===== config.mk =====
export PLATFORM = sky130hd
export DESIGN_NAME = delimited_row_field_splitter_flat
export DESIGN_NICKNAME = d
export VERILOG_FILES = /design/src/hdl/dlrs_pkg.sv /design/src/hdl/dlrs_if.sv /design/src/hdl/dlrs_front.sv /design/src/hdl/dlrs_back.sv /design/src/hdl/delimited_row_field_splitter.sv /design/src/flat_wrapper.sv
export SDC_FILE = /design/constraint.sdc
export NUM_CORES = 1
export LEC_CHECK = 0
export BUFFER_PORTS_ARGS = -buffer_cell sky130_fd_sc_hd__buf_2
export CAP_MARGIN = 20
export CORE_AREA = 2 2 148 150
export CTS_CLUSTER_DIAMETER = 30
export DETAILED_ROUTE_END_ITERATION = 16
export DIE_AREA = 0 0 150 152
export SYNTH_ARGS = -nofsm -noshare
export SYNTH_HDL_FRONTEND = slang
export SYNTH_SLANG_ARGS = --single-unit
export TNS_END_PERCENT = 5

===== constraint.sdc =====
create_clock -name i_clk -period 4.05 [get_ports i_clk]
set_input_delay 0.6075 -clock i_clk [delete_from_list [all_inputs] [get_ports i_clk]]
set_output_delay 0.6075 -clock i_clk [all_outputs]
set_load 0.01 [all_outputs]

===== src/hdl/dlrs_pkg.sv =====
`timescale 1ns / 1ps

package dlrs_pkg;

    localparam int HOLD_DEPTH  = 16;
    localparam int MAX_FIELDS  = 64;
    localparam int QUEUE_DEPTH = 2;

    localparam int HOLD_CNT_W = $clog2(HOLD_DEPTH + 1);
    localparam int HOLD_IDX_W = $clog2(HOLD_DEPTH);
    localparam int Q_PTR_W    = $clog2(QUEUE_DEPTH);
    localparam int Q_CNT_W    = $clog2(QUEUE_DEPTH + 1);
    localparam int FCNT_W     = 7;
    localparam int FNUM_W     = 6;

    localparam logic [7:0] QUOTE_BYTE = 8'h22;
    localparam logic [7:0] DELIM_RESET = 8'd44;
    localparam logic [FCNT_W-1:0] LIMIT_RESET = 7'd64;

    // configuration register indexes
    localparam logic CFG_DELIMITER   = 1'b0;
    localparam logic CFG_FIELD_LIMIT = 1'b1;

    typedef enum logic [2:0] {
        M_START,
        M_PLAIN,
        M_QUOTED,
        M_QSEEN,
        M_IGNORE
    } t_mode;

    typedef enum logic {
        PH_RUN,
        PH_FINAL
    } t_phase;

    // queued input byte plus front-end classification
    typedef struct packed {
        logic [7:0] data_byte;
        logic       row_end;
        logic       white;
    } t_item;

    typedef struct packed {
        logic [7:0]        out_byte;
        logic              byte_valid;
        logic              field_done;
        logic [FNUM_W-1:0] field_number;
        logic              too_many_fields;
        logic              hold_overflow;
        logic              row_done;
    } t_result;

    typedef struct packed {
        logic              emit;
        t_mode             mode;
        logic [FCNT_W-1:0] cnt;
        logic              fields_ovf;
        t_result           res;
    } t_parse;

    function automatic logic is_white(input logic [7:0] b);
        return (b == 8'h20) || ((b >= 8'h09) && (b <= 8'h0D));
    endfunction

endpackage


===== src/hdl/dlrs_if.sv =====
`timescale 1ns / 1ps

interface dlrs_in_if;
    logic       valid;
    logic       ready;
    logic [7:0] data_byte;
    logic       row_end;

    modport source (output valid, output data_byte, output row_end, input ready);
    modport sink   (input valid, input data_byte, input row_end, output ready);
endinterface

interface dlrs_out_if;
    logic       valid;
    logic       ready;
    logic [7:0] out_byte;
    logic       byte_valid;
    logic       field_done;
    logic [5:0] field_number;
    logic       too_many_fields;
    logic       hold_overflow;
    logic       row_done;

    modport source (
        output valid, output out_byte, output byte_valid, output field_done,
        output field_number, output too_many_fields, output hold_overflow,
        output row_done, input ready
    );
    modport sink (
        input valid, input out_byte, input byte_valid, input field_done,
        input field_number, input too_many_fields, input hold_overflow,
        input row_done, output ready
    );
endinterface


===== src/hdl/dlrs_front.sv =====
`timescale 1ns / 1ps

module dlrs_front (
    input  logic            i_clk,
    input  logic            i_rst_n,
    dlrs_in_if.sink         i_in,
    input  logic            i_pop,
    output logic            o_head_valid,
    output dlrs_pkg::t_item o_head
);

    dlrs_pkg::t_item                    r_q [dlrs_pkg::QUEUE_DEPTH];
    logic [dlrs_pkg::Q_PTR_W-1:0]       r_wr_ptr;
    logic [dlrs_pkg::Q_PTR_W-1:0]       r_rd_ptr;
    logic [dlrs_pkg::Q_CNT_W-1:0]       r_count;
    logic                               push;
    logic                               pop;
    dlrs_pkg::t_item                    item;

    assign i_in.ready   = (r_count != dlrs_pkg::Q_CNT_W'(dlrs_pkg::QUEUE_DEPTH));
    assign push         = i_in.valid && i_in.ready;
    assign o_head_valid = (r_count != '0);
    assign pop          = i_pop && o_head_valid;
    assign o_head       = r_q[r_rd_ptr];

    always_comb begin
        item.data_byte = i_in.data_byte;
        item.row_end   = i_in.row_end;
        item.white     = dlrs_pkg::is_white(i_in.data_byte);
    end

    always_ff @(posedge i_clk) begin
        if (push) begin
            r_q[r_wr_ptr] <= item;
        end
    end

    always_ff @(posedge i_clk) begin
        if (!i_rst_n) begin
            r_wr_ptr <= '0;
            r_rd_ptr <= '0;
            r_count  <= '0;
        end else begin
            if (push) begin
                r_wr_ptr <= (r_wr_ptr == dlrs_pkg::Q_PTR_W'(dlrs_pkg::QUEUE_DEPTH - 1))
                            ? '0 : r_wr_ptr + 1'b1;
            end
            if (pop) begin
                r_rd_ptr <= (r_rd_ptr == dlrs_pkg::Q_PTR_W'(dlrs_pkg::QUEUE_DEPTH - 1))
                            ? '0 : r_rd_ptr + 1'b1;
            end
            case ({push, pop})
                2'b10:   r_count <= r_count + 1'b1;
                2'b01:   r_count <= r_count - 1'b1;
                default: r_count <= r_count;
            endcase
        end
    end

endmodule


===== src/hdl/dlrs_back.sv =====
`timescale 1ns / 1ps

module dlrs_back (
    input  logic                        i_clk,
    input  logic                        i_rst_n,
    input  logic [7:0]                  i_delimiter,
    input  logic [dlrs_pkg::FCNT_W-1:0] i_field_limit,
    input  logic                        i_head_valid,
    input  dlrs_pkg::t_item             i_head,
    output logic                        o_pop,
    dlrs_out_if.source                  o_out
);

    dlrs_pkg::t_phase                   r_phase, n_phase;
    dlrs_pkg::t_mode                    r_mode, n_mode;
    logic [dlrs_pkg::FCNT_W-1:0]        r_cnt, n_cnt;
    logic                               r_fovf, n_fovf;
    logic                               r_hovf, n_hovf;
    logic [dlrs_pkg::HOLD_CNT_W-1:0]    r_held_cnt, n_held_cnt;
    logic [dlrs_pkg::HOLD_CNT_W-1:0]    r_idx, n_idx;
    logic [7:0]                         r_held [dlrs_pkg::HOLD_DEPTH];
    logic                               r_out_valid;
    dlrs_pkg::t_result                  r_out;

    logic                               slot_ok;
    logic                               load;
    logic                               hold_wr;
    logic                               replay;
    logic                               open_field;
    logic [7:0]                         src_byte;
    logic [dlrs_pkg::FCNT_W-1:0]        limit;
    dlrs_pkg::t_parse                   p;
    dlrs_pkg::t_result                  res;

    function automatic dlrs_pkg::t_parse parse_byte(
        input dlrs_pkg::t_mode             mode,
        input logic [dlrs_pkg::FCNT_W-1:0] cnt,
        input logic                        fovf,
        input logic                        hovf,
        input logic [7:0]                  b,
        input logic                        is_d,
        input logic [dlrs_pkg::FCNT_W-1:0] lim
    );
        dlrs_pkg::t_parse q;
        logic             is_q;
        q            = '0;
        q.mode       = mode;
        q.cnt        = cnt;
        q.fields_ovf = fovf;
        is_q         = (b == dlrs_pkg::QUOTE_BYTE);
        unique case (mode)
            dlrs_pkg::M_START: begin
                if (cnt >= lim) begin
                    q.fields_ovf = 1'b1;
                    q.mode       = dlrs_pkg::M_IGNORE;
                end else if (is_q) begin
                    q.mode = dlrs_pkg::M_QUOTED;
                end else if (is_d) begin
                    q.emit           = 1'b1;
                    q.res.field_done = 1'b1;
                    q.cnt            = cnt + 1'b1;
                end else begin
                    q.emit           = 1'b1;
                    q.res.byte_valid = 1'b1;
                    q.res.out_byte   = b;
                    q.mode           = dlrs_pkg::M_PLAIN;
                end
            end
            dlrs_pkg::M_PLAIN: begin
                q.emit = 1'b1;
                if (is_d) begin
                    q.res.field_done = 1'b1;
                    q.cnt            = cnt + 1'b1;
                    q.mode           = dlrs_pkg::M_START;
                end else begin
                    q.res.byte_valid = 1'b1;
                    q.res.out_byte   = b;
                end
            end
            dlrs_pkg::M_QUOTED: begin
                if (is_q) begin
                    q.mode = dlrs_pkg::M_QSEEN;
                end else begin
                    q.emit           = 1'b1;
                    q.res.byte_valid = 1'b1;
                    q.res.out_byte   = b;
                end
            end
            dlrs_pkg::M_QSEEN: begin
                q.emit = 1'b1;
                if (is_q) begin
                    // doubled quote inside a quoted field
                    q.res.byte_valid = 1'b1;
                    q.res.out_byte   = b;
                    q.mode           = dlrs_pkg::M_QUOTED;
                end else begin
                    // closing quote: this byte is swallowed
                    q.res.field_done = 1'b1;
                    q.cnt            = cnt + 1'b1;
                    q.mode           = dlrs_pkg::M_START;
                end
            end
            default: ;
        endcase
        q.res.field_number    = (q.res.byte_valid || q.res.field_done)
                                ? cnt[dlrs_pkg::FNUM_W-1:0] : '0;
        q.res.too_many_fields = q.fields_ovf;
        q.res.hold_overflow   = hovf;
        return q;
    endfunction

    assign limit   = (i_field_limit < dlrs_pkg::FCNT_W'(dlrs_pkg::MAX_FIELDS))
                     ? i_field_limit : dlrs_pkg::FCNT_W'(dlrs_pkg::MAX_FIELDS);
    assign slot_ok = !r_out_valid || o_out.ready;
    assign replay  = (r_idx < r_held_cnt);
    assign src_byte = replay ? r_held[r_idx[dlrs_pkg::HOLD_IDX_W-1:0]] : i_head.data_byte;
    assign open_field = (r_mode == dlrs_pkg::M_PLAIN) || (r_mode == dlrs_pkg::M_QUOTED) ||
                        (r_mode == dlrs_pkg::M_QSEEN);

    always_comb begin
        p = parse_byte(r_mode, r_cnt, r_fovf, r_hovf, src_byte,
                       (src_byte == i_delimiter), limit);
    end

    always_comb begin
        n_phase    = r_phase;
        n_mode     = r_mode;
        n_cnt      = r_cnt;
        n_fovf     = r_fovf;
        n_hovf     = r_hovf;
        n_held_cnt = r_held_cnt;
        n_idx      = r_idx;
        o_pop      = 1'b0;
        load       = 1'b0;
        hold_wr    = 1'b0;
        res        = p.res;
        unique case (r_phase)
            dlrs_pkg::PH_RUN: begin
                if (i_head_valid) begin
                    if (r_mode == dlrs_pkg::M_IGNORE) begin
                        n_held_cnt = '0;
                        if (i_head.row_end) n_phase = dlrs_pkg::PH_FINAL;
                        else                o_pop   = 1'b1;
                    end else if (i_head.white) begin
                        if (i_head.row_end) begin
                            n_phase = dlrs_pkg::PH_FINAL;
                        end else begin
                            o_pop = 1'b1;
                            if (r_held_cnt < dlrs_pkg::HOLD_CNT_W'(dlrs_pkg::HOLD_DEPTH)) begin
                                hold_wr    = 1'b1;
                                n_held_cnt = r_held_cnt + 1'b1;
                            end else begin
                                n_hovf = 1'b1;
                            end
                        end
                    end else if (!p.emit || slot_ok) begin
                        // replay held whitespace one per cycle while the output is not stalled, then the byte itself
                        n_mode = p.mode;
                        n_cnt  = p.cnt;
                        n_fovf = p.fields_ovf;
                        load   = p.emit;
                        if (replay) begin
                            n_idx = r_idx + 1'b1;
                        end else begin
                            n_idx      = '0;
                            n_held_cnt = '0;
                            if (i_head.row_end) n_phase = dlrs_pkg::PH_FINAL;
                            else                o_pop   = 1'b1;
                        end
                    end
                end
            end
            dlrs_pkg::PH_FINAL: begin
                res                 = '0;
                res.field_done      = open_field;
                res.field_number    = open_field ? r_cnt[dlrs_pkg::FNUM_W-1:0] : '0;
                res.too_many_fields = r_fovf;
                res.hold_overflow   = r_hovf;
                res.row_done        = 1'b1;
                if (slot_ok) begin
                    load       = 1'b1;
                    o_pop      = 1'b1;
                    n_phase    = dlrs_pkg::PH_RUN;
                    n_mode     = dlrs_pkg::M_START;
                    n_cnt      = '0;
                    n_fovf     = 1'b0;
                    n_hovf     = 1'b0;
                    n_held_cnt = '0;
                    n_idx      = '0;
                end
            end
            default: ;
        endcase
    end

    always_ff @(posedge i_clk) begin
        if (hold_wr) begin
            r_held[r_held_cnt[dlrs_pkg::HOLD_IDX_W-1:0]] <= i_head.data_byte;
        end
        if (load) begin
            r_out <= res;
        end
    end

    always_ff @(posedge i_clk) begin
        if (!i_rst_n) begin
            r_phase     <= dlrs_pkg::PH_RUN;
            r_mode      <= dlrs_pkg::M_START;
            r_cnt       <= '0;
            r_fovf      <= 1'b0;
            r_hovf      <= 1'b0;
            r_held_cnt  <= '0;
            r_idx       <= '0;
            r_out_valid <= 1'b0;
        end else begin
            r_phase    <= n_phase;
            r_mode     <= n_mode;
            r_cnt      <= n_cnt;
            r_fovf     <= n_fovf;
            r_hovf     <= n_hovf;
            r_held_cnt <= n_held_cnt;
            r_idx      <= n_idx;
            if (load)             r_out_valid <= 1'b1;
            else if (o_out.ready) r_out_valid <= 1'b0;
        end
    end

    assign o_out.valid           = r_out_valid;
    assign o_out.out_byte        = r_out.out_byte;
    assign o_out.byte_valid      = r_out.byte_valid;
    assign o_out.field_done      = r_out.field_done;
    assign o_out.field_number    = r_out.field_number;
    assign o_out.too_many_fields = r_out.too_many_fields;
    assign o_out.hold_overflow   = r_out.hold_overflow;
    assign o_out.row_done        = r_out.row_done;

endmodule


===== src/hdl/delimited_row_field_splitter.sv =====
// Path: an accepted byte is written into the input queue, then parsed from the queue head
//   into the result register when nothing is held and the output is free.
// Sequencing: the parser handles one input byte per step, replays each held whitespace
//   byte as its own step and gives the row_done result its own step; a stalled output holds it.
// Reset (synchronous, active low) empties the input queue and the result register,
//   returns row state to field start and loads delimiter 44 and field limit 64.
`timescale 1ns / 1ps

module delimited_row_field_splitter (
    input  logic       i_clk,
    input  logic       i_rst_n,
    dlrs_in_if.sink    i_in,
    dlrs_out_if.source o_out,
    input  logic       i_cfg_we,
    input  logic       i_cfg_idx,
    input  logic [7:0] i_cfg_data
);

    logic [7:0]                  r_delimiter;
    logic [dlrs_pkg::FCNT_W-1:0] r_field_limit;
    logic                        head_valid;
    logic                        pop;
    dlrs_pkg::t_item             head;

    always_ff @(posedge i_clk) begin
        if (!i_rst_n) begin
            r_delimiter   <= dlrs_pkg::DELIM_RESET;
            r_field_limit <= dlrs_pkg::LIMIT_RESET;
        end else if (i_cfg_we) begin
            unique case (i_cfg_idx)
                dlrs_pkg::CFG_DELIMITER:   r_delimiter   <= i_cfg_data;
                dlrs_pkg::CFG_FIELD_LIMIT: r_field_limit <= i_cfg_data[dlrs_pkg::FCNT_W-1:0];
                default: ;
            endcase
        end
    end

    dlrs_front u_front (
        .i_clk        (i_clk),
        .i_rst_n      (i_rst_n),
        .i_in         (i_in),
        .i_pop        (pop),
        .o_head_valid (head_valid),
        .o_head       (head)
    );

    dlrs_back u_back (
        .i_clk         (i_clk),
        .i_rst_n       (i_rst_n),
        .i_delimiter   (r_delimiter),
        .i_field_limit (r_field_limit),
        .i_head_valid  (head_valid),
        .i_head        (head),
        .o_pop         (pop),
        .o_out         (o_out)
    );

endmodule


===== src/flat_wrapper.sv =====
// flat-port wrapper written by rule: the top's interface ports become plain ports
module delimited_row_field_splitter_flat 
  (i_clk, i_rst_n, i_cfg_we, i_cfg_idx, i_cfg_data, i_in_valid, i_in_data_byte, i_in_row_end, i_in_ready, o_out_valid, o_out_out_byte, o_out_byte_valid, o_out_field_done, o_out_field_number, o_out_too_many_fields, o_out_hold_overflow, o_out_row_done, o_out_ready);
  dlrs_in_if i_in_i ();
  dlrs_out_if o_out_i ();
  input  logic i_clk;
  input  logic i_rst_n;
  input  logic i_cfg_we;
  input  logic i_cfg_idx;
  input  logic [7:0] i_cfg_data;
  input wire logic [$bits(i_in_i.valid)-1:0] i_in_valid;
  input wire logic [$bits(i_in_i.data_byte)-1:0] i_in_data_byte;
  input wire logic [$bits(i_in_i.row_end)-1:0] i_in_row_end;
  output wire logic [$bits(i_in_i.ready)-1:0] i_in_ready;
  output wire logic [$bits(o_out_i.valid)-1:0] o_out_valid;
  output wire logic [$bits(o_out_i.out_byte)-1:0] o_out_out_byte;
  output wire logic [$bits(o_out_i.byte_valid)-1:0] o_out_byte_valid;
  output wire logic [$bits(o_out_i.field_done)-1:0] o_out_field_done;
  output wire logic [$bits(o_out_i.field_number)-1:0] o_out_field_number;
  output wire logic [$bits(o_out_i.too_many_fields)-1:0] o_out_too_many_fields;
  output wire logic [$bits(o_out_i.hold_overflow)-1:0] o_out_hold_overflow;
  output wire logic [$bits(o_out_i.row_done)-1:0] o_out_row_done;
  input wire logic [$bits(o_out_i.ready)-1:0] o_out_ready;
  assign i_in_i.valid = i_in_valid;
  assign i_in_i.data_byte = i_in_data_byte;
  assign i_in_i.row_end = i_in_row_end;
  assign i_in_ready = i_in_i.ready;
  assign o_out_valid = o_out_i.valid;
  assign o_out_out_byte = o_out_i.out_byte;
  assign o_out_byte_valid = o_out_i.byte_valid;
  assign o_out_field_done = o_out_i.field_done;
  assign o_out_field_number = o_out_i.field_number;
  assign o_out_too_many_fields = o_out_i.too_many_fields;
  assign o_out_hold_overflow = o_out_i.hold_overflow;
  assign o_out_row_done = o_out_i.row_done;
  assign o_out_i.ready = o_out_ready;
  delimited_row_field_splitter u_core (.i_clk(i_clk), .i_rst_n(i_rst_n), .i_in(i_in_i), .o_out(o_out_i), .i_cfg_we(i_cfg_we), .i_cfg_idx(i_cfg_idx), .i_cfg_data(i_cfg_data));
endmodule

Word-level counts from Yosys, hierarchy flattened
Memories as Yosys holds them, arrays and structs flattened. A register that Yosys moved wholly into a read port is not among the register bits.
Cells that the tools add are included.
{"block": "word_totals", "reg_bits": 62, "latchBits": 0, "mem_bits_rw": 148, "mem_bits_ro": 0, "input_bits": 23, "output_inout_bits": 21, "wordCells": 198, "n_memories": 2}
{"name": "u_core.u_back.r_held", "words": 16, "width": 8, "read_ports": 1, "rd_ports_with_merged_regs": 1, "write_ports": 1, "line_no": "dlrs_back.sv:21", "rtl": "logic [7:0] r_held [dlrs_pkg::HOLD_DEPTH];"}
{"name": "u_core.u_front.r_q", "words": 2, "width": 10, "read_ports": 1, "rd_ports_with_merged_regs": 1, "write_ports": 1, "line_no": "dlrs_front.sv:12", "rtl": "dlrs_pkg::t_item r_q [dlrs_pkg::QUEUE_DEPTH];"}
{"block": "classes", "addsub": 7, "mul": 0, "div": 0, "n_lt_le_gt_ge": 6, "n_eq_ne": 31, "shift": 0, "n_mux": 108, "bitwise_logic": 2, "n_reduce_logical": 22}
{"op": "$mux W7", "count": 10}
{"op": "$mux W5", "count": 13}
{"op": "$mux W1", "count": 49}
{"op": "$mux W10", "count": 4}
{"op": "$pmux W9 S4", "count": 1}
{"op": "$mux W3", "count": 9}
{"op": "$mux W9", "count": 3}
{"op": "$pmux W7 S3", "count": 1}
{"op": "$pmux W5 S2", "count": 2}
{"op": "$ne A3 B3 Y1 const B", "count": 6}
{"op": "$eq A8 B6 Y1 const B", "count": 2}
{"op": "$pmux W4 S4", "count": 1}
{"op": "$pmux W7 S2", "count": 1}
{"op": "$mux W6", "count": 2}
{"op": "$ne A2 B2 Y1 const B", "count": 6}
{"op": "$ne A4 B3 Y1 const B", "count": 3}
{"op": "$reduce_and A6 Y1", "count": 2}
{"op": "$reduce_and A11 Y1", "count": 1}
{"op": "$add A5 B1 Y5 const B", "count": 2}
{"op": "$pmux W1 S2", "count": 5}
{"op": "$reduce_and A9 Y1", "count": 1}
{"op": "$eq A8 B8 Y1", "count": 1}
{"op": "$ge A8 B4 Y1 const B", "count": 1}
{"op": "$le A8 B4 Y1 const B", "count": 1}
{"op": "other kinds (31)", "count": 49}

Depth between registers and ports, before layout
Gate-level depths: netlist of the first run.
{"block": "depth", "depth_word": 17, "mapped_depth": 13, "depth_no_buf": 13}

By module
Synthesis of the first run repeated with hierarchy kept, for this count alone.
{"block": "unflattened", "hier_cells": 716, "area_unflattened_um2": 9763.1}
{"module": "dlrs_back", "n_inst": 1, "cells_per_inst": 591, "area_each_um2": 8166.6, "seq_area_each_um2": 4974.8}
{"module": "dlrs_front", "n_inst": 1, "cells_per_inst": 61, "area_each_um2": 1004.7, "seq_area_each_um2": 700.7}
{"module": "delimited_row_field_splitter", "n_inst": 1, "cells_per_inst": 64, "area_each_um2": 591.8, "seq_area_each_um2": 300.3}

Worst setup path after synthesis of the first run
Ideal clock, no wire load.
{"block": "synth_path", "kind": "reg2reg", "from": "register u_core.u_back.r_held_cnt[3] in the netlist's numbering", "to": "register u_core.u_back.r_out, in the netlist u_core.u_back.o_out.field_number[1], data pin", "setup_ns": 0.264, "arrival_time_ns": 2.926, "slack_ns": 0.860, "stages_incl_launch_ff": 12, "n_path_buf": 1, "synth_period_minus_slack_ns": 3.190, "cell_sequence": "dfxtp_1 -> clkbuf_1 -> inv_1 -> ha_1 -> nand2_1 -> o31ai_2 -> mux2_1 -> xor2_1 -> nand4_1 -> or3_1 -> a22oi_2 -> nor2b_1"}
{"element": "start: declaration", "line_no": "dlrs_back.sv:19", "rtl": "logic [dlrs_pkg::HOLD_CNT_W-1:0] r_held_cnt, n_held_cnt;"}
{"element": "start signal: assignment", "line_no": "dlrs_back.sv:221", "rtl": "r_held_cnt <= n_held_cnt;"}
{"element": "end signal: assignment", "line_no": "dlrs_back.sv:201", "rtl": "r_out <= res;"}
{"element": "end: declaration", "line_no": "dlrs_back.sv:23", "rtl": "dlrs_pkg::t_result r_out;"}

==> results of run 1 <==
## through the flow
stage | cell area [um2] | total power, mW
2_1_floorplan | 9440 | 3.90
3_3_place_gp | 10000 | 4.37
3_5_place_dp | 10000 | 4.41
4_1_cts | 11500 | 8.11
5_1_grt | 11500 | 8.39
6_report | 11500 | 8.05
## how the worst max path moves through the flow
stage | end | slack, ps | startpoint
after floorplan | u_core.u_back.o_out.field_number[1] | 860 | u_core.u_back.r_held_cnt[3]
after global placement | u_core.u_back.o_out.field_number[1] | 500 | flop
after detailed placement | u_core.u_back.o_out.field_number[1] | 370 | u_core.u_back.r_held_cnt[2]
after CTS | u_core.u_back.o_out.field_number[1] | 360 | u_core.u_back.r_held_cnt[2]
after global routing | u_core.u_back.o_out.field_number[1] | 10 | u_core.u_back.r_held_cnt[2]
final | u_core.u_back.o_out.field_number[1] | 410 | u_core.u_back.r_held_cnt[2]
## area by class of cell
class,count,area (um2),area share
clock buffers,48,1140,0.0984
clock inverters,32,402,0.0348
inverters,17,63.8,0.00553
multi-input cells,419,3260,0.282
flip-flops and latches,215,5980,0.518
well taps,280,350,0.0304
repair buffers,58,353,0.0306
## report_power, final
| group | leakage, nW | internal, mW | switching (mW) | total (mW) |
|---|---|---|---|---|
| Sequential | 1.91 | 2.76 | 0.113 | 2.87 |
| Combinational | 1.34 | 0.527 | 0.970 | 1.50 |
| Clock | 0.745 | 2.49 | 1.19 | 3.68 |
## layer usage
metal  wire [um]  global-route usage  vias to the layer above
met5           0                   0                        -
met3        1170              0.0354                       52
li1            -                   -                     2779
met2        9930               0.301                      185
met1        9470               0.268                     2924
met4         602              0.0737                        0
## cells in the mapped netlist, drive strengths merged, types with 5 or more instances
master / count
a21oi: 37
buf: 12
inv: 16
xor2: 10
and2: 6
ha: 18
nor3: 12
nand2b: 9
nand2: 66
dfxtp: 48
clkbuf: 17
edfxtp: 167
a22oi: 13
mux4: 32
or3: 10
nor2: 45
mux2: 10
a31oi: 5
nor4b: 7
and3: 6
nor4: 10
mux2i: 19
nand3: 28
o21ai: 10
nor2b: 11
## worst reg2reg max path, delay by kind of cell (launching register included)
family | cells | cell delay (ps)
xor gates and xnor gates | 1 | 180
adders and majority gates | 1 | 300
DFF | 1 | 520
buffers and inverters | 1 | 150
muxes | 1 | 380
AOI/OAI and AO/OA | 2 | 1000
and+or+nand+nor | 4 | 850
## sequential cells by signal (all words and copies together), names as in the netlist, named ones only
register                             flops
u_core.r_delimiter                       8
u_core.r_field_limit                     7
u_core.u_back.o_out.byte_valid           1
u_core.u_back.o_out.field_done           1
u_core.u_back.o_out.field_number         6
u_core.u_back.o_out.hold_overflow        1
u_core.u_back.o_out.out_byte             8
u_core.u_back.o_out.row_done             1
u_core.u_back.o_out.too_many_fields      1
u_core.u_back.o_out.valid                1
u_core.u_back.r_cnt                      7
u_core.u_back.r_fovf                     1
u_core.u_back.r_held                   128
u_core.u_back.r_held_cnt                 5
u_core.u_back.r_hovf                     1
u_core.u_back.r_idx                      5
u_core.u_back.r_mode                     3
u_core.u_back.r_phase                    1
u_core.u_front.r_count                   2
u_core.u_front.r_q                      20
u_core.u_front.r_rd_ptr                  1
u_core.u_front.r_wr_ptr                  1
## kinds of logic after synthesis
| kind of cell | share of synthesized area |
|---|---|
| fa+ha+maj | 0.0239 |
| simple gates | 0.127 |
| xor+xnor | 0.0121 |
| buf+inv | 0.0213 |
| flops | 0.633 |
| compound gates | 0.0737 |
| mux | 0.108 |
==> run_results.csv, run 1 <==
group,metric,value,unit
layout,area.growth.synth_to_final,22.3,%
worst_setup_path,critical_path_depth,10,
worst_setup_path,crit_arrival,3910,ps
global_routing,grt_pass1_wl,33600,um
synth,synth_top_cell_by_area,"sky130_fd_sc_hd__edfxtp_1",
routing,detailedRoute.firstIterationViolations,542,
routing,wl_per_cell,19.8,um
sta,fin_crit_sh,0.899,
place,placedCellCount,989,
place,portBuffers,43,
synth,async_reset_ff_frac,0,
layout,finish.cell_count_without_fillers,1069,
sta,worst-slew-pin-transition,1000,ps
synth,postSynthNetCount,721,
worst_setup_path,crit_chain,"inv_1 > ha_1 > nor2_1 > o31ai_2 > mux2i_1 > xor2_1 > nand4_1 > or3_1 > a22oi_2 > nor2b_1",
routing,route.vias.total,5940,
synth,yosysSeqAreaShare,0.633,
clock_network,numCtsBuffers,43,
routing,drcViolationCount,0,
hold_path,min_from,"i_in_row_end",
synth,netlist_instances,680,
place,placement.setup.worst_slack,372,ps
die,die-width,150,um
global_routing,grt_pass1_vias,6138,
layout,layout.core_utilization,0.541,
sta,slew_headroom,0.329,
hold_path,hp-class,"in -> reg",
worst_setup_path,crit-reg2reg-launch,"u_core.u_back.r_held_cnt[2]",
worst_setup_path,critical_path.n_buffers_inverters,1,
clock_network,cts-htree-levels,2,
power_and_ir_drop,total_leakage_power,3.99,nW
synth,synth.top_cells.by_area,"sky130_fd_sc_hd__edfxtp_1, sky130_fd_sc_hd__dfxtp_1, sky130_fd_sc_hd__mux4_2",
worst_setup_path,worst_r2r_endpoint,"u_core.u_back.o_out.field_number[1]",
synth,synth_cell_types,67,
global_routing,global_route_congestion_overflow_total,0,
power_and_ir_drop,power_density,698,mW/mm2
worst_setup_path,timing.reg2reg.setup_slack,410,ps
global_routing,pin_count_of_the_biggest_net_entering_global_routing,33,
layout,post_route_cells_drive_above_1_share,0.242,
sta,max_freq,0.275,GHz
die,site_row_count,54,
clock_network,master_cell_of_the_clock_root_buffer,"sky130_fd_sc_hd__clkbuf_16",
die,floorplan.core_area,0.0214,mm2
power_and_ir_drop,irDropWorstVdd,0.401,mV
global_routing,track_usage,0.192,
layout,insertedDiodeCount,0,
status,outcome,"finished, final reports clean",
place,detailed_place_hpwl,14100,um
clock_network,clock-sinks,215,
synth,top_area_cell_type_share_of_the_netlist_area,0.531,
synth,synth_seq_cells,215,
synth,synth_enable_flop_cells,167,
synth,synth.yosys.warnings,0,
clock_network,maximum_root_to_sink_buffer_count,3,
run,max_capacitance_violation_total,0,
synth,synthFlopType,"sky130_fd_sc_hd__edfxtp_1",
routing,via_to_cell_ratio,5.56,
sta,fin_setup_tns,0,ps
synth,postSynthAreaPerCell,13.9,um2
sta,post-route-min-period,3640,ps
clock_network,worst_setup_hold_path_clk_slew,50,ps
worst_setup_path,setup.worst_path.end_class,"flop",
hold_path,holdPathStages,1,
sta,hold_viol_final,0,
hold_path,holdPathEnd,"u_core.u_front.r_q[1][1]",
layout,highest_count_cells_in_the_layout_ignoring_fill_and_taps,"sky130_fd_sc_hd__edfxtp_1, sky130_fd_sc_hd__nand2_1, sky130_fd_sc_hd__dfxtp_1",
global_routing,number_of_antenna_violations_at_the_first_check_in_global_routing,0,
worst_setup_path,critPathLaunchType,"flop",
clock_network,cts_tree,"built",
worst_setup_path,crit_type,"reg -> reg",
sta,fin_worst_skew,12.0,ps
clock_network,post_cts_setup_inserts,0,
worst_setup_path,critPathSlowestCell,"sky130_fd_sc_hd__o31ai_2",
die,floorplan.initialDensity,0.442,
die,die-height,152,um
clock_network,postCtsResizedCells,0,
layout,design.final.nets,795,
sta,fin_worst_hold_slack,266,ps
clock_network,hold_buffers,0,
sta,rsz0062_at_grt,"no",
synth,syn_area,0.00944,mm2
worst_setup_path,critical_path_peak_fanout,12,
worst_setup_path,critical_path.max_stage_delay,670,ps
sta,timing.final.max_slew_violations,0,
worst_setup_path,worst-endpoint-required,4320,ps
sta,layout_setup_ws,411,ps
worst_setup_path,worst_path_dominant_cell_family,"compound AO/OA/AOI/OAI gates",
layout,layout.filler_cells,1761,
routing,antenna_left,0,
routing,pre_antenna_drt_iters,5,
sta,timing.final.setup_violations,0,
layout,final_common_cell,"sky130_fd_sc_hd__edfxtp_1",
worst_setup_path,worst_r2r_path_depth,10,
die,io-pin-count,44,
routing,finalWirelength,21200,um
place,gp_routability_congestion,0.861,
clock_network,clock_insertion_delay_worst_skew,540,ps
die,area_of_the_die,0.0228,mm2
Note: power is estimated with default switching activity, not from simulation.
==> inputs of run 2 (changes only) <==
==> constraint.sdc (replaced) <==
create_clock -name i_clk -period 4.05 [get_ports i_clk]
set_input_delay 0.81 -clock i_clk [delete_from_list [all_inputs] [get_ports i_clk]]
set_output_delay 0.81 -clock i_clk [all_outputs]
set_load 0.01 [all_outputs]
==> run 2 against run 1 <==
  * Die area stayed put
  * Non-clock buffer count decreased by 1
  * Maximum frequency down 6.5%
  * Final cell count is 0.19% lower
  * Sequential share of layout area increased by 0.72 points
  * Highest routed layer unchanged
  * Combinational power is essentially flat
  * First-iteration DRC count down 24%
  * Flip-flop and latch count unchanged
  * Utilization decreased by 0.74 points
  * Critical path depth grew 1
==> run_results.csv, run 2 (synthesis results as in run 1) <==
group,metric,value,unit
clock_network,hold_buffers,0,
sta,slew_headroom,0.362,
layout,design.final.nets,794,
worst_setup_path,critPathSlowestCell,"sky130_fd_sc_hd__o31ai_2",
layout,final_common_cell,"sky130_fd_sc_hd__edfxtp_1",
layout,area.growth.synth_to_final,20.6,%
layout,number_of_flip_flops_under_the_largest_register_name,128,
global_routing,grt_most_used_layer,"met2",
sta,timing.final.max_slew_violations,0,
clock_network,clock_insertion_delay_worst_skew,530,ps
sta,post-route-min-period,3890,ps
power_and_ir_drop,p_total,7.67,mW
global_routing,gr-usage-met3,0.0357,
routing,detailedRoute.firstIterationViolations,411,
sta,rsz0062_at_grt,"no",
global_routing,number_of_antenna_violations_at_the_first_check_in_global_routing,0,
place,gp_routability_congestion,0.856,
sta,fin_worst_skew,17.3,ps
sta,fin_crit_sh,0.961,
global_routing,global_route_congestion_overflow_total,0,
worst_setup_path,timing.reg2reg.setup_slack,160,ps
power_and_ir_drop,total_leakage_power,3.91,nW
global_routing,pin_count_of_the_biggest_net_entering_global_routing,33,
die,site_row_count,54,
clock_network,cts_tree,"built",
routing,antenna_left,0,
worst_setup_path,worst-endpoint-required,4320,ps
worst_setup_path,setup.worst_path.end_class,"flop",
sta,layout_setup_ws,158,ps
worst_setup_path,critPathLaunchType,"flop",
worst_setup_path,crit_chain,"inv_1 > ha_1 > nor2_1 > o31ai_2 > mux2_1 > xor2_1 > nand4_1 > nor2_1 > o31ai_1 > buf_4 > nor4b_1",
worst_setup_path,worst_path_most_repeated_cell,"sky130_fd_sc_hd__nor2_1",
sta,timing.final.setup_violations,0,
power_and_ir_drop,power_density,674,mW/mm2
routing,pre_antenna_drt_iters,5,
status,outcome,"finished, final reports clean",
hold_path,hp-class,"reg -> reg",
die,io-pin-count,44,
die,area_of_the_die,0.0228,mm2
sta,worst-slew-pin-transition,954,ps
layout,highest_count_cells_in_the_layout_ignoring_fill_and_taps,"sky130_fd_sc_hd__edfxtp_1, sky130_fd_sc_hd__nand2_1, sky130_fd_sc_hd__dfxtp_1",
worst_setup_path,critical_path.max_stage_delay,740,ps
die,floorplan.initialDensity,0.442,
layout,post_route_cells_drive_above_1_share,0.230,
global_routing,gr-usage-met1,0.273,
routing,wl_per_cell,19.8,um
clock_network,post_cts_setup_inserts,0,
clock_network,cts-htree-levels,2,
power_and_ir_drop,irDropWorstVdd,0.363,mV
place,portBuffers,43,
clock_network,numCtsBuffers,43,
sta,fin_setup_tns,0,ps
global_routing,track_usage,0.189,
clock_network,clock-sinks,215,
clock_network,worst_setup_hold_path_clk_slew,50,ps
place,placement.setup.worst_slack,293,ps
die,die-width,150,um
sta,max_freq,0.257,GHz
clock_network,master_cell_of_the_clock_root_buffer,"sky130_fd_sc_hd__clkbuf_16",
place,detailed_place_hpwl,14200,um
global_routing,grt_pass1_vias,5981,
global_routing,met2_usage,0.296,
sta,hold_viol_final,0,
worst_setup_path,crit_type,"reg -> reg",
routing,via_to_cell_ratio,5.63,
layout,layout.core_utilization,0.533,
die,floorplan.core_area,0.0214,mm2
die,die-height,152,um
worst_setup_path,crit_arrival,4160,ps
clock_network,postCtsResizedCells,0,
sta,fin_worst_hold_slack,445,ps
routing,drcViolationCount,0,
clock_network,maximum_root_to_sink_buffer_count,3,
routing,route.vias.total,6009,
global_routing,grt_pass1_wl,33500,um
run,max_capacitance_violation_total,0,
layout,insertedDiodeCount,0,
routing,finalWirelength,21200,um
worst_setup_path,critical_path_peak_fanout,12,
run 2: changes by cell type in the layout (fill, tap and decap cells not counted):
cell | before | now
sky130_fd_sc_hd__bufinv_16 | 7 | 3
sky130_fd_sc_hd__clkinv_8 | 0 | 2
sky130_fd_sc_hd__clkbuf_8 | 2 | 0
sky130_fd_sc_hd__clkinv_2 | 10 | 9
sky130_fd_sc_hd__clkbuf_1 | 2 | 4
sky130_fd_sc_hd__buf_4 | 13 | 12
sky130_fd_sc_hd__clkinvlp_4 | 6 | 5
sky130_fd_sc_hd__inv_16 | 2 | 1
sky130_fd_sc_hd__clkbuf_16 | 44 | 43
sky130_fd_sc_hd__inv_6 | 3 | 2
sky130_fd_sc_hd__clkinv_1 | 2 | 8
run 2: area by class of cell:
| cell class | instances | area [um2] |
|---|---|---|
| clock inverter | 32 | 295 |
| fill | 1821 | 9970 |
| tap | 280 | 350 |
| inverter | 17 | 63.8 |
| clock buffer | 47 | 1090 |
| sequential | 215 | 5980 |
| multi-input combinational | 419 | 3260 |
| timing repair buffer | 57 | 345 |
run 2: path summary, 6_finish.rpt:
| kind | from | endpoint | depth (start not counted) |
|---|---|---|---|
| worst max-delay path | u_core.u_back.r_held_cnt[2] | u_core.u_back.o_out.out_byte[0] | 11 |
| worst min-delay path | u_core.u_back.r_hovf | u_core.u_back.o_out.hold_overflow | 0 |
| worst max register to register | u_core.u_back.r_held_cnt[2] | u_core.u_back.o_out.out_byte[0] | 11 |
| worst min register to register | u_core.u_back.r_hovf | u_core.u_back.o_out.hold_overflow | 0 |
run 2: metrics by stage:
stage / instances / instance area (um2)
floorplan: 680 / 9440
global placement: 988 / 10000
detailed placement: 988 / 10000
CTS: 1067 / 11400
global route: 1067 / 11400
finish: 1067 / 11400
run 2: where the power goes:
group | switching (mW) | leakage [nW] | total [mW] | internal, mW
clock network | 1.15 | 0.669 | 3.29 | 2.15
logic | 0.975 | 1.33 | 1.51 | 0.532
registers | 0.113 | 1.91 | 2.87 | 2.76
run 2: routing by layer:
metal	vias up	share of wire
met5	-	0
met1	2993	0.45
met4	0	0.018
met3	35	0.060
li1	2783	-
met2	198	0.48
run 2: critical path: cells and delay by family, from the launching register on:
family / cells / cell delay [ps]
AOI/OAI and AO/OA: 2 / 1070
xor gates and xnor gates: 1 / 160
adders and majority gates: 1 / 310
buffers and inverters: 2 / 360
DFF: 1 / 580
muxes: 1 / 440
and+or+nand+nor: 4 / 730
==> inputs of run 3 (changes only) <==
--- a/config.mk
+++ b/config.mk
@@ -5,12 +5,13 @@
 export SDC_FILE = /design/constraint.sdc
 export NUM_CORES = 1
 export LEC_CHECK = 0
+export ABC_AREA = 1
 export BUFFER_PORTS_ARGS = -buffer_cell sky130_fd_sc_hd__buf_2
 export CAP_MARGIN = 20
-export CORE_AREA = 2 2 148 150
+export CORE_AREA = 2 2 151 153
 export CTS_CLUSTER_DIAMETER = 30
 export DETAILED_ROUTE_END_ITERATION = 16
-export DIE_AREA = 0 0 150 152
+export DIE_AREA = 0 0 153 155
 export SYNTH_ARGS = -nofsm -noshare
 export SYNTH_HDL_FRONTEND = slang
 export SYNTH_SLANG_ARGS = --single-unit
==> constraint.sdc (replaced) <==
create_clock -name i_clk -period 5 [get_ports i_clk]
set_input_delay 1 -clock i_clk [delete_from_list [all_inputs] [get_ports i_clk]]
set_output_delay 1 -clock i_clk [all_outputs]
set_load 0.01 [all_outputs]
==> run 3 against run 2 <==
  * Sequential share of layout area decreased by 1.8 points
  * Setup slack improved by 1200 ps
  * Flip-flop and latch count unchanged
  * Sequential power decreased by 15%
  * Utilization decreased by 0.27 points
  * Largest cell class unchanged
  * Highest routed layer unchanged
==> run_results.csv, run 3 <==
group,metric,value,unit
run,max_capacitance_violation_total,0,
global_routing,global_route_congestion_overflow_total,0,
clock_network,postCtsResizedCells,0,
place,detailed_place_hpwl,15000,um
power_and_ir_drop,power.net_switching,2.48,mW
sta,fin_crit_sh,0.733,
worst_setup_path,worst-endpoint-required,5460,ps
power_and_ir_drop,comb_power_share,0.253,
worst_setup_path,setup.worst_path.end_class,"flop",
routing,drcViolationCount,0,
power_and_ir_drop,total_leakage_power,4.82,nW
layout,layout.core_utilization,0.530,
hold_path,hp-class,"reg -> reg",
power_and_ir_drop,cell_internal_pwr,4.93,mW
layout,design.final.nets,1124,
synth,netlist_instances,1014,
power_and_ir_drop,clock_power_share,0.416,
sta,rsz0062_at_grt,"no",
sta,worst-slew-pin-transition,910,ps
clock_network,clock-sinks,215,
synth,synth_most_common_cell,"sky130_fd_sc_hd__nand2_1",
die,io-pin-count,44,
routing,route.vias.total,7222,
die,floorplan.initialDensity,0.438,
clock_network,numCtsBuffers,48,
worst_setup_path,critPathLaunchType,"flop",
clock_network,hold_buffers,0,
global_routing,pin_count_of_the_biggest_net_entering_global_routing,65,
synth,syn_area,0.00974,mm2
sta,hold_viol_final,0,
die,die-height,155,um
clock_network,cts_tree,"built",
global_routing,grt_pass1_vias,6726,
sta,post-route-min-period,3660,ps
synth,top_area_cell_type_share_of_the_netlist_area,0.515,
synth,postSynthAreaPerCell,9.61,um2
power_and_ir_drop,irDropWorstVdd,0.343,mV
routing,pre_antenna_drt_iters,5,
synth,async_reset_ff_frac,0,
worst_setup_path,crit_type,"reg -> reg",
global_routing,gr-usage-met3,0.0393,
layout,highest_count_cells_in_the_layout_ignoring_fill_and_taps,"sky130_fd_sc_hd__nand2_1, sky130_fd_sc_hd__edfxtp_1, sky130_fd_sc_hd__nand3_1",
synth,synth_cell_types,40,
global_routing,number_of_antenna_violations_at_the_first_check_in_global_routing,0,
sta,max_freq,0.273,GHz
synth,top_cells_by_count_synth,"sky130_fd_sc_hd__nand2_1, sky130_fd_sc_hd__edfxtp_1, sky130_fd_sc_hd__nand3_1",
power_and_ir_drop,sequential_group_share_of_total_power,0.331,
global_routing,grt_pass1_wl,36500,um
synth,synth_seq_cells,215,
die,site_row_count,55,
clock_network,maximum_root_to_sink_buffer_count,3,
routing,via_to_cell_ratio,5.13,
global_routing,grt_most_used_layer,"met1",
synth,yosysSeqAreaShare,0.613,
die,floorplan.core_area,0.0222,mm2
global_routing,met2_usage,0.279,
worst_setup_path,critical_path_peak_fanout,12,
global_routing,gr-usage-met1,0.292,
place,gp_routability_congestion,0.834,
sta,timing.final.setup_violations,0,
clock_network,clock_insertion_delay_worst_skew,540,ps
die,area_of_the_die,0.0237,mm2
layout,final_common_cell,"sky130_fd_sc_hd__nand2_1",
synth,synth.yosys.warnings,0,
power_and_ir_drop,power.switching_fraction,0.335,
synth,synth_enable_flop_cells,167,
layout,layout.filler_cells,1983,
sta,fin_setup_tns,0,ps
status,outcome,"finished, final reports clean",
synth,postSynthNetCount,1055,
clock_network,worst_setup_hold_path_clk_slew,40,ps
routing,wl_per_cell,16.5,um
sta,slew_headroom,0.391,
synth,synth_top_cell_by_area,"sky130_fd_sc_hd__edfxtp_1",
routing,finalWirelength,23300,um
routing,antenna_left,0,
place,portBuffers,43,
sta,fin_worst_hold_slack,438,ps
layout,area.growth.synth_to_final,21.0,%
layout,post_route_cells_drive_above_1_share,0.138,
clock_network,master_cell_of_the_clock_root_buffer,"sky130_fd_sc_hd__clkbuf_16",
clock_network,post_cts_setup_inserts,0,
die,die-width,153,um
worst_setup_path,crit_arrival,4130,ps
routing,detailedRoute.firstIterationViolations,685,
synth,synth.top_cells.by_area,"sky130_fd_sc_hd__edfxtp_1, sky130_fd_sc_hd__dfxtp_1, sky130_fd_sc_hd__nand2_1",
global_routing,track_usage,0.196,
sta,fin_worst_skew,19.6,ps
layout,insertedDiodeCount,0,
clock_network,cts-htree-levels,2,
layout,number_of_flip_flops_under_the_largest_register_name,128,
synth,synthFlopType,"sky130_fd_sc_hd__edfxtp_1",
power_and_ir_drop,power_density,628,mW/mm2
sta,timing.final.max_slew_violations,0,
==> run 3: cell count changes in the layout (fill, tap and decap cells not counted), sizes merged, moves of 13 or more <==
cell | previous run | this run
a22oi | 13 | 0
inv | 19 | 118
o21ai | 10 | 42
nand3 | 28 | 125
nor2 | 45 | 120
mux4 | 32 | 0
nand2 | 66 | 265
mux2i | 19 | 2
==> run 3: kinds of logic after synthesis <==
kind of cell / share of synthesized area
buffers and inverters: 0.0665
flip-flops: 0.613
adder cells (fa/ha/maj): 0.0231
AO/OA/AOI/OAI: 0.0475
XOR/XNOR: 0.0135
AND/OR/NAND/NOR: 0.234
multiplexers: 0.00205
==> run 3: critical path: stages (launching register included) <==
cell and delay (ps):
sky130_fd_sc_hd__dfxtp_1 430, sky130_fd_sc_hd__inv_1 120, sky130_fd_sc_hd__ha_1 290, sky130_fd_sc_hd__nand2_1 40, sky130_fd_sc_hd__inv_1 60, sky130_fd_sc_hd__nand2_1 50
sky130_fd_sc_hd__nor2_1 180, sky130_fd_sc_hd__nor2_4 110, sky130_fd_sc_hd__inv_2 230, sky130_fd_sc_hd__nand2_1 150, sky130_fd_sc_hd__nand2_1 170, sky130_fd_sc_hd__nand2_1 80
sky130_fd_sc_hd__nor2_1 150, sky130_fd_sc_hd__nand2_2 120, sky130_fd_sc_hd__nand2_2 100, sky130_fd_sc_hd__nand3_2 130, sky130_fd_sc_hd__nand2_1 90, sky130_fd_sc_hd__nand2_1 50
sky130_fd_sc_hd__nand2_1 100, sky130_fd_sc_hd__nand2_1 70, sky130_fd_sc_hd__a21oi_1 160, sky130_fd_sc_hd__ha_1 250, sky130_fd_sc_hd__inv_1 80, sky130_fd_sc_hd__nand2_1 60
sky130_fd_sc_hd__nor2_1 100, sky130_fd_sc_hd__o21ai_0 90, sky130_fd_sc_hd__a21oi_1 130
==> run 3: final cells by class <==
type / instances / area (um2) / area share
clock buffer: 55 / 1290 / 0.110
multi-input combinational: 651 / 3120 / 0.265
timing repair buffer: 51 / 279 / 0.0237
sequential: 215 / 5980 / 0.507
inverter: 116 / 435 / 0.0369
clock inverter: 34 / 330 / 0.0280
tap: 285 / 357 / 0.0302
==> run 3: stage by stage <==
| stage | worst slack, ps | total power, mW | std cells | cell area (um2) |
|---|---|---|---|---|
| after CTS | 1390 | 7.47 | 1406 | 11800 |
| final | 1340 | 7.41 | 1407 | 11800 |
| after global routing | 934 | 7.81 | 1407 | 11800 |
| after floorplan | 2080 | 3.77 | 1014 | 9740 |
| after global placement | 1530 | 4.34 | 1317 | 10200 |
| after detailed placement | 1440 | 4.36 | 1317 | 10200 |
==> run 3: path summary, 6_finish.rpt <==
path,start,to,slack [ps],depth (start not counted)
hold / removal,u_core.u_back.r_hovf,u_core.u_back.o_out.hold_overflow,440,0
setup / recovery,u_core.u_back.r_held_cnt[3],u_core.u_front.r_count[1],1340,26
hold reg to reg,u_core.u_back.r_hovf,u_core.u_back.o_out.hold_overflow,440,0
setup reg to reg,u_core.u_back.r_held_cnt[3],u_core.u_front.r_count[1],1340,26
==> run 3: power groups by stage <==
stage / clock network [mW] / registers, mW / logic (mW)
after floorplan: 0 / 2.47 / 1.31
after global placement: 0 / 2.48 / 1.85
after detailed placement: 0 / 2.49 / 1.87
after CTS: 3.13 / 2.46 / 1.88
after global routing: 3.22 / 2.48 / 2.10
final: 3.08 / 2.45 / 1.87
==> run 3: metal layers <==
metal,up-vias,routed length [um]
met2,277,9780
met3,59,1750
li1,3526,-
met4,0,784
met5,-,0
met1,3360,10900
